`config.mk`:
```
export PLATFORM = sky130hd
export DESIGN_NAME = square_matrix_multiply
export DESIGN_NICKNAME = d
export VERILOG_FILES = /design/src/sv/sqmm_pkg.sv /design/src/sv/sqmm_front.sv /design/src/sv/sqmm_queue.sv /design/src/sv/sqmm_back.sv /design/src/sv/square_matrix_multiply.sv
export SDC_FILE = /design/constraint.sdc
export NUM_CORES = 2
export LEC_CHECK = 0
export BUFFER_PORTS_ARGS = -buffer_cell sky130_fd_sc_hd__buf_2
export CORE_MARGIN = 2
export CORE_UTILIZATION = 60
export DETAILED_ROUTE_END_ITERATION = 6
export GPL_ROUTABILITY_DRIVEN = 1
export PLACE_DENSITY = 0.88
export SLEW_MARGIN = 20
export SYNTH_ARGS = -nofsm -noshare
export SYNTH_HDL_FRONTEND = slang
export SYNTH_SLANG_ARGS = --single-unit
```
`constraint.sdc`:
```
create_clock -name clock -period 18.5 [get_ports clock]
set_clock_uncertainty 0.05 [all_clocks]
set_input_delay 3.7 -clock clock [delete_from_list [all_inputs] [get_ports clock]]
set_output_delay 3.7 -clock clock [all_outputs]
set_load 0.005 [all_outputs]
```
`src/sv/sqmm_pkg.sv`:
```
`timescale 1ns / 1ps

package sqmm_pkg;

   // Sizing
   localparam int MAX_SIZE       = 8;
   localparam int ELEMENT_BITS   = 16;

   // Port widths
   localparam int KIND_BITS      = 2;
   localparam int INDEX_BITS     = 3;
   localparam int INPUT_BITS     = 16;
   localparam int PRODUCT_BITS   = 35;
   localparam int SIZE_BITS      = 4;

   localparam logic [SIZE_BITS-1:0] SIZE_RESET = SIZE_BITS'(MAX_SIZE);

   // Derived widths
   localparam int CNT_BITS       = (MAX_SIZE > 1) ? $clog2(MAX_SIZE) : 1;
   localparam int MEM_DEPTH      = MAX_SIZE * MAX_SIZE;
   localparam int ADDR_BITS      = $clog2(MEM_DEPTH);
   localparam int MULT_BITS      = 2 * ELEMENT_BITS;
   localparam int ELEM_WIDE_BITS = (INPUT_BITS > ELEMENT_BITS) ? INPUT_BITS : ELEMENT_BITS;
   localparam int SUM_WIDE_BITS  = (MULT_BITS > PRODUCT_BITS) ? MULT_BITS : PRODUCT_BITS;

   // Command queue between front and back
   localparam int QUEUE_DEPTH    = 4;
   localparam int QPTR_BITS      = $clog2(QUEUE_DEPTH);

   // Input kind codes
   localparam logic [KIND_BITS-1:0] KIND_LOAD_A  = 2'd0;
   localparam logic [KIND_BITS-1:0] KIND_LOAD_B  = 2'd1;
   localparam logic [KIND_BITS-1:0] KIND_COMPUTE = 2'd2;

   typedef enum logic [1:0] {
      OP_LOAD_A,
      OP_LOAD_B,
      OP_COMPUTE
   } op_type;

   typedef enum logic {
      BACK_IDLE,
      BACK_RUN
   } back_state_type;

   typedef struct packed {
      op_type                         op;
      logic [ADDR_BITS-1:0]           addr;
      logic signed [ELEMENT_BITS-1:0] value;
   } queue_entry_type;

endpackage

```
`src/sv/sqmm_front.sv`:
```
`timescale 1ns / 1ps

module sqmm_front (
   input  logic                                push,
   input  logic                                full,
   input  logic [sqmm_pkg::KIND_BITS-1:0]      req_kind,
   input  logic [sqmm_pkg::INDEX_BITS-1:0]     req_row_index,
   input  logic [sqmm_pkg::INDEX_BITS-1:0]     req_col_index,
   input  logic signed [sqmm_pkg::INPUT_BITS-1:0] req_element_value,
   output logic                                queue_push,
   output sqmm_pkg::queue_entry_type           queue_entry
);
   import sqmm_pkg::*;

   localparam logic [INDEX_BITS:0] INDEX_LIMIT = (INDEX_BITS + 1)'(MAX_SIZE);

   logic                             accept;
   logic                             in_range;
   logic                             keep;
   logic signed [ELEM_WIDE_BITS-1:0] wide_value;

   assign accept     = push && !full;
   assign in_range   = ({1'b0, req_row_index} < INDEX_LIMIT) &&
                       ({1'b0, req_col_index} < INDEX_LIMIT);
   assign wide_value = req_element_value;

   // Classify: out-of-range writes and the unused kind are dropped here
   always_comb begin
      keep              = 1'b0;
      queue_entry.op    = OP_COMPUTE;
      queue_entry.addr  = ADDR_BITS'(req_row_index * MAX_SIZE + req_col_index);
      queue_entry.value = wide_value[ELEMENT_BITS-1:0];
      case (req_kind)
         KIND_LOAD_A: begin
            keep           = in_range;
            queue_entry.op = OP_LOAD_A;
         end
         KIND_LOAD_B: begin
            keep           = in_range;
            queue_entry.op = OP_LOAD_B;
         end
         KIND_COMPUTE: begin
            keep           = 1'b1;
            queue_entry.op = OP_COMPUTE;
         end
         default: begin
            keep = 1'b0;
         end
      endcase
   end

   assign queue_push = accept && keep;

endmodule

```
`src/sv/sqmm_queue.sv`:
```
`timescale 1ns / 1ps

module sqmm_queue (
   input  logic                        clock,
   input  logic                        reset,
   input  logic                        push,
   input  sqmm_pkg::queue_entry_type   push_entry,
   input  logic                        pop,
   output sqmm_pkg::queue_entry_type   pop_entry,
   output logic                        full,
   output logic                        empty
);
   import sqmm_pkg::*;

   queue_entry_type        slot_ff [QUEUE_DEPTH];
   logic [QPTR_BITS-1:0]   wr_ptr_ff, wr_ptr_in;
   logic [QPTR_BITS-1:0]   rd_ptr_ff, rd_ptr_in;
   logic [QPTR_BITS:0]     count_ff, count_in;
   logic                   do_push;
   logic                   do_pop;

   assign full    = (count_ff == (QPTR_BITS + 1)'(QUEUE_DEPTH));
   assign empty   = (count_ff == '0);
   assign do_push = push && !full;
   assign do_pop  = pop && !empty;

   assign pop_entry = slot_ff[rd_ptr_ff];

   always_comb begin
      wr_ptr_in = do_push ? wr_ptr_ff + 1'b1 : wr_ptr_ff;
      rd_ptr_in = do_pop  ? rd_ptr_ff + 1'b1 : rd_ptr_ff;
      count_in  = count_ff;
      if (do_push && !do_pop) begin
         count_in = count_ff + 1'b1;
      end else if (do_pop && !do_push) begin
         count_in = count_ff - 1'b1;
      end
   end

   always_ff @(posedge clock) begin
      if (reset) begin
         wr_ptr_ff <= '0;
         rd_ptr_ff <= '0;
         count_ff  <= '0;
      end else begin
         wr_ptr_ff <= wr_ptr_in;
         rd_ptr_ff <= rd_ptr_in;
         count_ff  <= count_in;
      end
   end

   always_ff @(posedge clock) begin
      if (do_push) begin
         slot_ff[wr_ptr_ff] <= push_entry;
      end
   end

endmodule

```
`src/sv/sqmm_back.sv`:
```
`timescale 1ns / 1ps

module sqmm_back (
   input  logic                                   clock,
   input  logic                                   reset,
   input  logic [sqmm_pkg::SIZE_BITS-1:0]         matrix_size,
   input  logic                                   queue_empty,
   input  sqmm_pkg::queue_entry_type              queue_entry,
   output logic                                   queue_pop,
   output logic                                   empty,
   input  logic                                   pop,
   output logic [sqmm_pkg::INDEX_BITS-1:0]        rsp_out_row,
   output logic [sqmm_pkg::INDEX_BITS-1:0]        rsp_out_col,
   output logic signed [sqmm_pkg::PRODUCT_BITS-1:0] rsp_product_value,
   output logic                                   rsp_last_result
);
   import sqmm_pkg::*;

   // Element stores, one read port each
   logic signed [ELEMENT_BITS-1:0] matrix_a_ff [MEM_DEPTH];
   logic signed [ELEMENT_BITS-1:0] matrix_b_ff [MEM_DEPTH];

   back_state_type state_ff, state_in;

   logic [CNT_BITS-1:0] n_last_ff, n_last_in;
   logic [CNT_BITS-1:0] i_ff, i_in;
   logic [CNT_BITS-1:0] j_ff, j_in;
   logic [CNT_BITS-1:0] k_ff, k_in;

   logic                start;
   logic                issue;
   logic                advance;
   logic                k_end, j_end, i_end;
   logic                write_a, write_b;
   logic [ADDR_BITS-1:0] addr_a, addr_b;

   // Stage 1: read data and tags
   logic signed [ELEMENT_BITS-1:0] a_rd_ff, b_rd_ff;
   logic                  s1_valid_ff;
   logic                  s1_first_ff, s1_end_ff, s1_last_ff;
   logic [CNT_BITS-1:0]   s1_row_ff, s1_col_ff;

   // Stage 2: product and tags
   logic signed [MULT_BITS-1:0] prod_ff;
   logic                  s2_valid_ff;
   logic                  s2_first_ff, s2_end_ff, s2_last_ff;
   logic [CNT_BITS-1:0]   s2_row_ff, s2_col_ff;

   // Stage 3: accumulator and output register
   logic signed [SUM_WIDE_BITS-1:0] prod_wide;
   logic signed [PRODUCT_BITS-1:0]  acc_ff, acc_in;
   logic                  out_valid_ff, out_valid_in;
   logic                  out_load;

   assign advance = !out_valid_ff || pop;
   assign k_end   = (k_ff == n_last_ff);
   assign j_end   = (j_ff == n_last_ff);
   assign i_end   = (i_ff == n_last_ff);
   assign addr_a  = ADDR_BITS'(i_ff * MAX_SIZE + k_ff);
   assign addr_b  = ADDR_BITS'(k_ff * MAX_SIZE + j_ff);

   // Next state
   always_comb begin
      state_in = state_ff;
      case (state_ff)
         BACK_IDLE: begin
            if (!queue_empty && queue_entry.op == OP_COMPUTE) begin
               state_in = BACK_RUN;
            end
         end
         BACK_RUN: begin
            if (advance && k_end && j_end && i_end) begin
               state_in = BACK_IDLE;
            end
         end
         default: begin
            state_in = BACK_IDLE;
         end
      endcase
   end

   // Outputs
   always_comb begin
      queue_pop = 1'b0;
      start     = 1'b0;
      issue     = 1'b0;
      write_a   = 1'b0;
      write_b   = 1'b0;
      case (state_ff)
         BACK_IDLE: begin
            queue_pop = !queue_empty;
            write_a   = !queue_empty && queue_entry.op == OP_LOAD_A;
            write_b   = !queue_empty && queue_entry.op == OP_LOAD_B;
            start     = !queue_empty && queue_entry.op == OP_COMPUTE;
         end
         BACK_RUN: begin
            issue = advance;
         end
         default: begin
            queue_pop = 1'b0;
         end
      endcase
   end

   // Size clamp and loop counters
   always_comb begin
      n_last_in = n_last_ff;
      i_in      = i_ff;
      j_in      = j_ff;
      k_in      = k_ff;
      if (start) begin
         if (matrix_size == '0) begin
            n_last_in = '0;
         end else if (matrix_size > SIZE_BITS'(MAX_SIZE)) begin
            n_last_in = CNT_BITS'(MAX_SIZE - 1);
         end else begin
            n_last_in = CNT_BITS'(matrix_size - 1'b1);
         end
         i_in = '0;
         j_in = '0;
         k_in = '0;
      end else if (issue) begin
         if (!k_end) begin
            k_in = k_ff + 1'b1;
         end else begin
            k_in = '0;
            if (!j_end) begin
               j_in = j_ff + 1'b1;
            end else begin
               j_in = '0;
               i_in = i_ff + 1'b1;
            end
         end
      end
   end

   always_ff @(posedge clock) begin
      if (reset) begin
         state_ff  <= BACK_IDLE;
      end else begin
         state_ff  <= state_in;
      end
   end

   always_ff @(posedge clock) begin
      n_last_ff <= n_last_in;
      i_ff      <= i_in;
      j_ff      <= j_in;
      k_ff      <= k_in;
   end

   // Stores: write on load, registered read whenever the pipeline advances
   always_ff @(posedge clock) begin
      if (write_a) begin
         matrix_a_ff[queue_entry.addr] <= queue_entry.value;
      end
      if (advance) begin
         a_rd_ff <= matrix_a_ff[addr_a];
      end
   end

   always_ff @(posedge clock) begin
      if (write_b) begin
         matrix_b_ff[queue_entry.addr] <= queue_entry.value;
      end
      if (advance) begin
         b_rd_ff <= matrix_b_ff[addr_b];
      end
   end

   // Pipeline valids
   always_ff @(posedge clock) begin
      if (reset) begin
         s1_valid_ff  <= 1'b0;
         s2_valid_ff  <= 1'b0;
         out_valid_ff <= 1'b0;
      end else begin
         if (advance) begin
            s1_valid_ff <= issue;
            s2_valid_ff <= s1_valid_ff;
         end
         out_valid_ff <= out_valid_in;
      end
   end

   // Pipeline payload
   always_ff @(posedge clock) begin
      if (advance) begin
         s1_first_ff <= (k_ff == '0);
         s1_end_ff   <= k_end;
         s1_last_ff  <= i_end && j_end;
         s1_row_ff   <= i_ff;
         s1_col_ff   <= j_ff;
         prod_ff     <= a_rd_ff * b_rd_ff;
         s2_first_ff <= s1_first_ff;
         s2_end_ff   <= s1_end_ff;
         s2_last_ff  <= s1_last_ff;
         s2_row_ff   <= s1_row_ff;
         s2_col_ff   <= s1_col_ff;
      end
   end

   // Accumulate; sum wraps at the result width
   assign prod_wide = SUM_WIDE_BITS'(prod_ff);
   assign acc_in    = s2_first_ff ? prod_wide[PRODUCT_BITS-1:0]
                                  : acc_ff + prod_wide[PRODUCT_BITS-1:0];
   assign out_load  = advance && s2_valid_ff && s2_end_ff;

   always_comb begin
      out_valid_in = out_valid_ff;
      if (out_load) begin
         out_valid_in = 1'b1;
      end else if (pop && out_valid_ff) begin
         out_valid_in = 1'b0;
      end
   end

   always_ff @(posedge clock) begin
      if (advance && s2_valid_ff) begin
         acc_ff <= acc_in;
      end
      if (out_load) begin
         rsp_product_value <= acc_in;
         rsp_out_row       <= INDEX_BITS'(s2_row_ff);
         rsp_out_col       <= INDEX_BITS'(s2_col_ff);
         rsp_last_result   <= s2_last_ff;
      end
   end

   assign empty = !out_valid_ff;

endmodule

```
`src/sv/square_matrix_multiply.sv`:
```
`timescale 1ns / 1ps

// Square matrix multiplier, C = A * B for n by n signed matrices (n = 1..8).
// Input queue (push/full): req_kind 0 writes A[row][col], 1 writes B[row][col],
//   2 starts a product run; kind 3 and writes outside the array are dropped.
// Result queue (empty/pop): one item per C element in row-major order, with
//   row, column, 35-bit exact dot product, and a flag on the run's last item.
// csr_write_enable/csr_write_data set n; 0 acts as 1, above 8 acts as 8.
//   Write it only while no item is in flight. Reset value is 8.
// Timing: accepted items go through a 4-entry command queue; an idle execute
//   side takes the head in the cycle after it is accepted, and a load is written
//   in that cycle. A product run then issues one multiply-accumulate per
//   cycle while no result is held, n cubed in all. Each result is built in
//   the single MAC pipeline (store read, multiply, accumulate); items behind
//   a run wait in the queue until its last issue.
// Stall: while a result is held and pop is low the MAC pipeline freezes;
//   full rises once the command queue fills.
// Reset clears the queue, pipeline and result flag; matrix stores are not
//   cleared and must be written before they are used.
module square_matrix_multiply (
   input  logic                                    clock,
   input  logic                                    reset,
   // input item channel
   input  logic                                    push,
   output logic                                    full,
   input  logic [sqmm_pkg::KIND_BITS-1:0]          req_kind,
   input  logic [sqmm_pkg::INDEX_BITS-1:0]         req_row_index,
   input  logic [sqmm_pkg::INDEX_BITS-1:0]         req_col_index,
   input  logic signed [sqmm_pkg::INPUT_BITS-1:0]  req_element_value,
   // result item channel
   output logic                                    empty,
   input  logic                                    pop,
   output logic [sqmm_pkg::INDEX_BITS-1:0]         rsp_out_row,
   output logic [sqmm_pkg::INDEX_BITS-1:0]         rsp_out_col,
   output logic signed [sqmm_pkg::PRODUCT_BITS-1:0] rsp_product_value,
   output logic                                    rsp_last_result,
   // configuration
   input  logic                                    csr_write_enable,
   input  logic [sqmm_pkg::SIZE_BITS-1:0]          csr_write_data
);
   import sqmm_pkg::*;

   logic [SIZE_BITS-1:0] matrix_size_ff, matrix_size_in;

   logic            queue_push;
   logic            queue_pop;
   logic            queue_empty;
   queue_entry_type push_entry;
   queue_entry_type pop_entry;

   // Matrix size register
   assign matrix_size_in = csr_write_enable ? csr_write_data : matrix_size_ff;

   always_ff @(posedge clock) begin
      if (reset) begin
         matrix_size_ff <= SIZE_RESET;
      end else begin
         matrix_size_ff <= matrix_size_in;
      end
   end

   // Front: accept and classify
   sqmm_front u_front (
      .push              (push),
      .full              (full),
      .req_kind          (req_kind),
      .req_row_index     (req_row_index),
      .req_col_index     (req_col_index),
      .req_element_value (req_element_value),
      .queue_push        (queue_push),
      .queue_entry       (push_entry)
   );

   // Command queue; full backs up onto the input channel
   sqmm_queue u_queue (
      .clock      (clock),
      .reset      (reset),
      .push       (queue_push),
      .push_entry (push_entry),
      .pop        (queue_pop),
      .pop_entry  (pop_entry),
      .full       (full),
      .empty      (queue_empty)
   );

   // Back: stores and MAC pipeline
   sqmm_back u_back (
      .clock             (clock),
      .reset             (reset),
      .matrix_size       (matrix_size_ff),
      .queue_empty       (queue_empty),
      .queue_entry       (pop_entry),
      .queue_pop         (queue_pop),
      .empty             (empty),
      .pop               (pop),
      .rsp_out_row       (rsp_out_row),
      .rsp_out_col       (rsp_out_col),
      .rsp_product_value (rsp_product_value),
      .rsp_last_result   (rsp_last_result)
   );

endmodule

```
* Yosys cells after proc, flatten, opt, wreduce, memory -nomap -nowiden
Memory sizes are Yosys's and may differ from the RTL's. A register that Yosys moved wholly into a read port is not among the register bits.
Index checks and enable logic that the tools add are counted.
Widths: inputs -> output; s select.
** Operators by class
- $add $sub $neg :: 12
- $mul :: 1
- $lt $le $gt $ge :: 1
- Equality and inequality tests :: 8
- Mux-type cells :: 26
- Bitwise gates (word level) :: 1
- Reduce and logical (&&, ||, !) cells :: 32
** Operators by type and width (number)
- $add 35x35->35 :: 1
- $mux 35 :: 1
- $mul 16x16->32 :: 1
- $add 6x3->6 :: 3
- $logic_and 1x1->1 :: 16
- $mux 1 :: 16
- $mux 3 :: 5
- $add 3x1->3 const B :: 4
- $eq 3x3->1 :: 3
- $logic_not 3->1 :: 2
- $sub 3x1->3 const B :: 2
- $logic_not 1->1 :: 5
- $add 2x1->2 const B :: 2
- $eq 2x1->1 const B :: 2
- $eq 2x2->1 const B :: 2
- $gt 4x4->1 const B :: 1
- $logic_not 2->1 :: 2
- $logic_not 4->1 :: 1
- $mux 2 :: 2
- $pmux 2 s2 :: 1
- $reduce_bool 2->1 :: 2
- $eq 3x3->1 const B :: 1
- $reduce_and 3->1 :: 1
- $reduce_or 3->1 :: 1
- other kinds (4) :: 4
** Storage, ports and cells
- Register bits after elaboration :: 154
- RAM bits :: 2144
- Input port bits :: 33
- Output and inout bits :: 44
- Logic and storage cells :: 112
- Memories kept :: 3
** Memories
- u_back.matrix_a_ff :: words 64, width 16, rd ports 1, clocked after Yosys merged registers in 1, write ports 1, RTL line sqmm_back.sv:20 : logic signed [ELEMENT_BITS-1:0] matrix_a_ff [MEM_DEPTH];
- u_back.matrix_b_ff :: words 64, width 16, rd ports 1, clocked after Yosys merged registers in 1, write ports 1, RTL line sqmm_back.sv:21 : logic signed [ELEMENT_BITS-1:0] matrix_b_ff [MEM_DEPTH];
- u_queue.slot_ff :: words 4, width 24, rd ports 1, clocked after Yosys merged registers in 1, write ports 1, RTL line sqmm_queue.sv:15 : queue_entry_type slot_ff [QUEUE_DEPTH];

* Longest topological paths before layout
- Word-level depth :: 9
- Mapped depth :: 24
- Mapped depth without buffers :: 23

* Modules after synthesis
From an unflattened synthesis, not the netlist that was laid out.
** Unflattened totals
- Cell total of the unflattened synthesis :: 4899
- Area total of the unflattened synthesis :: 99693.1 µm²
** Modules (own cells, without submodules)
- sqmm_back :: instances 1, cells each 4686, area an instance 95380.2 µm², sequential area each 66623.9 µm²
- sqmm_queue :: instances 1, cells each 174, area an instance 3977.6 µm², sequential area each 3062.9 µm²
- sqmm_front :: instances 1, cells each 26, area an instance 191.4 µm², sequential area each 0.0 µm²
- square_matrix_multiply :: instances 1, cells each 13, area an instance 143.9 µm², sequential area each 80.1 µm²

* Worst setup path after synthesis
No wires, ideal clock.
- Kind :: input -> register
- Start :: in pop
- End :: reg u_back.rsp_last_result (enable)
- Setup time :: 0.396 ns
- Arrival time :: 8.350 ns
- Required time :: 18.054 ns
- Path slack :: 9.704 ns
- Stages on the path :: 5
- Path buffers :: 1
- Cell sequence :: nand2b_1 > clkbuf_1 > and2_1 > nand2_1 > inv_1
** On the way
- Cells in the longest elaborated chain, start to end :: 3
** RTL lines
- start: declaration :: RTL line square_matrix_multiply.sv:32 : input logic pop,
- $logic_or 1x1->1 :: RTL line sqmm_back.sv:55 : assign advance = !out_valid_ff || pop;
- $logic_and 1x1->1 (2 in series) :: RTL line sqmm_back.sv:207 : assign out_load = advance && s2_valid_ff && s2_end_ff;
- net u_back.out_load :: RTL line sqmm_back.sv:53 : logic out_load;
- end signal: assignment :: RTL line sqmm_back.sv:226 : rsp_last_result <= s2_last_ff;
- end: declaration :: RTL line sqmm_back.sv:15 : output logic rsp_last_result
The timed path passes the listed nets, and every way through them passes these cells.
A chain may end at the register's enable or synchronous reset.

* Worst setup path in the final report
- Start :: reg u_back.b_rd_ff[1] (read register of u_back.matrix_b_ff)
- End :: reg u_back.prod_ff[30], data pin
** On the way
- Cells in the longest elaborated chain, start to end :: 1
** RTL lines
- start: declaration :: RTL line sqmm_back.sv:38 : logic signed [ELEMENT_BITS-1:0] a_rd_ff, b_rd_ff;
- $mul 16x16->32 :: RTL line sqmm_back.sv:194 : prod_ff <= a_rd_ff * b_rd_ff;
- end signal: assignment :: RTL line sqmm_back.sv:194
- end: declaration :: RTL line sqmm_back.sv:44 : logic signed [MULT_BITS-1:0] prod_ff;
No other way between the ends.

==> key figures <==
Floorplanning
  – Die height: 412 um
  – Starting density of the core: 60.4%
  – Chip Width: 412 um
  – Core area: 0.165 mm^2
  – Die area: 0.169 mm^2
  – Placement Rows: 149
  – Ports: 77

Critical path
  – Type of origin of the critical path: flip-flop
  – Crit path kind: reg2reg
  – CP Capture Type: flip-flop
  – Critical path arrival: 7.59 ns
  – Max Fanout on Critical Path: 16
  – CP required: 19.05 ns

Timing
  – Slew of the pin with the lowest slew margin: 1.25 ns
  – Final slew viol count: 0
  – Max frequency: 142 MHz
  – Period utilization: 38.1%
  – Slew margin rel.: 16.0%
  – Final Setup Violations: 0
  – Setup ws final: 11.46 ns
  – Crit path time final: 7.04 ns
  – Setup_tns: 0 ns
  – Hold Fails Final Rpt: 0
  – RSZ-0062 raised after global routing: no

Layout
  – Layout cells sized above 1: 24.6%
  – Multi-input combinational cell area: 0.0279 mm^2
  – # fillers: 9226
  – FF/Latch Area: 0.0698 mm^2
  – Fin nets: 5584
  – Area Overhead vs Synth: 11.0%

Detailed routing
  – DR iter-0 viols: 9759
  – DR vias: 53963
  – Post-DRT Antenna Nets: 0
  – Wire per inst: 36.3 um
  – Wirelength, routed: 274 mm
  – First-pass DRT Iterations: 7
  – DR vias/cell: 7.14
  – DRC violations left: 34

Clock network
  – Clk sinks: 2332
  – Maximum clock path buffer count: 3
  – CTS tree: yes
  – Clk root buf: clkbuf_16
  – Setup Buffers After CTS: 0
  – Hold_buf cts: 0
  – Clock-pin slew on the worst setup and hold paths: 0.07 ns
  – Num CTS Buffers: 215
  – Post_cts resized: 0
  – H-tree Lvls: 4
  – Insertion delay to the later sink of the worst-skew pair: 0.90 ns

Global routing
  – Largest net degree at the start of global routing: 163
  – Number of global-route vias before repair: 53816
  – Initial antenna violation count: 30
  – Gr ovfl total: 0
  – Total track usage: 32.8%
  – First-pass GRT wire length: 396 mm

Placed design
  – Pre-CTS WS: 11.60 ns
  – Dpl hpwl: 153 mm
  – Placer Congestion: 0.896
  – I/O Buffers: 76

Synthesis
  – Yosys cell types: 67
  – Syn nets: 5351
  – Top_reg_cell synth: edfxtp_1
  – Async SR Flop Fraction: 0%
  – Most common cell in the netlist: edfxtp_1
  – Top cell type's share of synthesized area: 69.5%
  – Seq cells post-synth: 2332
  – Mapped cell area: 0.0997 mm^2
  – Synth area leader: edfxtp_1
  – Sequential area share after synthesis: 70.0%
  – Syn avg cell area: 20.2 um^2
  – Synthesis warning total: 0
  – Synth top area cells: edfxtp_1 69%, mux4_2 16%, fa_1 5.3%, ha_1 1.6%, inv_1 1.2%
  – Cells after Synth: 4928
  – Commonest cells in the netlist: 2306 x edfxtp_1, 696 x mux4_2, 329 x inv_1, 264 x fa_1, 209 x nand2_1
  – EDFF count, synth: 2306

Status
  – Failing checks: design-rule violations
  – Outcome: finished with violations

Min path
  – Hold Crit Class: reg2reg

Flow run
  – Max_cap viols: 0
-- kinds of logic after synthesis --
group           count (synthesis)  share of synthesized area, %
flops                        2332                          70.0
mux                           705                          15.8
simple gates                  645                          3.05
buf+inv                       552                          2.10
fa+ha+maj                     390                          6.89
compound gates                239                          1.57
xor+xnor                       65                         0.571
-- flip-flops by register name (all words and copies together), names as in the netlist, 4 cells and up, named ones only --
name and cells:
u_back.b_rd_ff 16, u_back.matrix_a_ff 1024, matrix_size_ff 4, u_back.rsp_product_value 35, u_back.acc_ff 35, u_back.prod_ff 32, u_back.matrix_b_ff 1024, u_queue.slot_ff 96
u_back.a_rd_ff 16
-- cell type report --
class	count	share of cell area, %
Tap cell	2189	2.48
Inverter	329	1.12
Clock inverter	159	1.53
Clock buffer	249	5.06
Multi-Input combinational cell	2044	25.2
Sequential cell	2332	63.1
Timing Repair Buffer	239	1.48
Antenna cell	13	0.0294
-- metrics by stage --
stage / area (um^2) / hold WS (ns) / cells / util [%]
2_1_floorplan: 99700 / 0.350 / 4928 / -
3_3_place_gp: 103000 / 0.355 / 7133 / 62.6
3_5_place_dp: 103000 / 0.360 / 7133 / 62.6
4_1_cts: 111000 / 0.374 / 7541 / 67.0
5_1_grt: 111000 / 0.389 / 7543 / 67.0
6_report: 111000 / 0.376 / 7554 / 67.1
-- worst max-delay path, cell delays in order, from the launching register on --
cell and delay (ns):
edfxtp_1 0.76, nand2_1 0.21, inv_1 0.17, fa_1 0.58, fa_1 0.87, inv_1 0.12
fa_1 0.45, fa_1 0.54, inv_1 0.06, fa_1 0.52, inv_1 0.05, fa_1 0.47
inv_1 0.04, ha_1 0.33, and4_1 0.22, a221o_1 0.37, a21oi_1 0.22, o31a_1 0.23
a21boi_0 0.13, a211oi_1 0.29, xnor2_1 0.09
-- worst paths after layout --
| check | from | to | slack, ns | cells after the start |
|---|---|---|---|---|
| setup / recovery | u_back.b_rd_ff[1]$_DFFE_PN_ | u_back.prod_ff[30]$_DFFE_PN_ | 11.46 | 20 |
| hold reg to reg | u_back.s1_col_ff[1]$_DFFE_PN_ | u_back.s2_col_ff[1]$_DFFE_PN_ | 0.38 | 0 |
| setup reg to reg | u_back.b_rd_ff[1]$_DFFE_PN_ | u_back.prod_ff[30]$_DFFE_PN_ | 11.46 | 20 |
| hold / removal | u_back.s1_col_ff[1]$_DFFE_PN_ | u_back.s2_col_ff[1]$_DFFE_PN_ | 0.38 | 0 |
-- routing by layer --
layer / GRT usage, % / routed length (um) / up-vias
li1: - / - / 20001
met1: 44.6 / 93000 / 27475
met2: 50.6 / 129000 / 5362
met3: 9.38 / 37500 / 1083
met4: 14.0 / 14600 / 42
met5: 0 / 267 / -
-- cells in the final DEF, fill, tap and decap left out, types with 15 or more instances in the layout --
cell type  count
edfxtp_1    2306
mux4_4        16
buf_2         76
fa_1         264
nor3_1        16
nand3_1       19
nand2_1      209
nor2_1       174
a211oi_1      16
clkbuf_16    218
clkbuf_1      28
o21a_1        15
inv_1        328
o21ai_0       54
dfxtp_1       19
buf_4        160
ha_1         126
and2_1       120
a21oi_1       67
xor2_1        20
mux4_2       680
nor2_2        18
clkinv_1      45
nor3b_1       15
bufinv_16     27
xnor2_1       45
a21o_1        24
clkinv_2      58
Power is not shown: default switching activity piles up to over one toggle a cycle in this logic, so the estimate is an artifact.
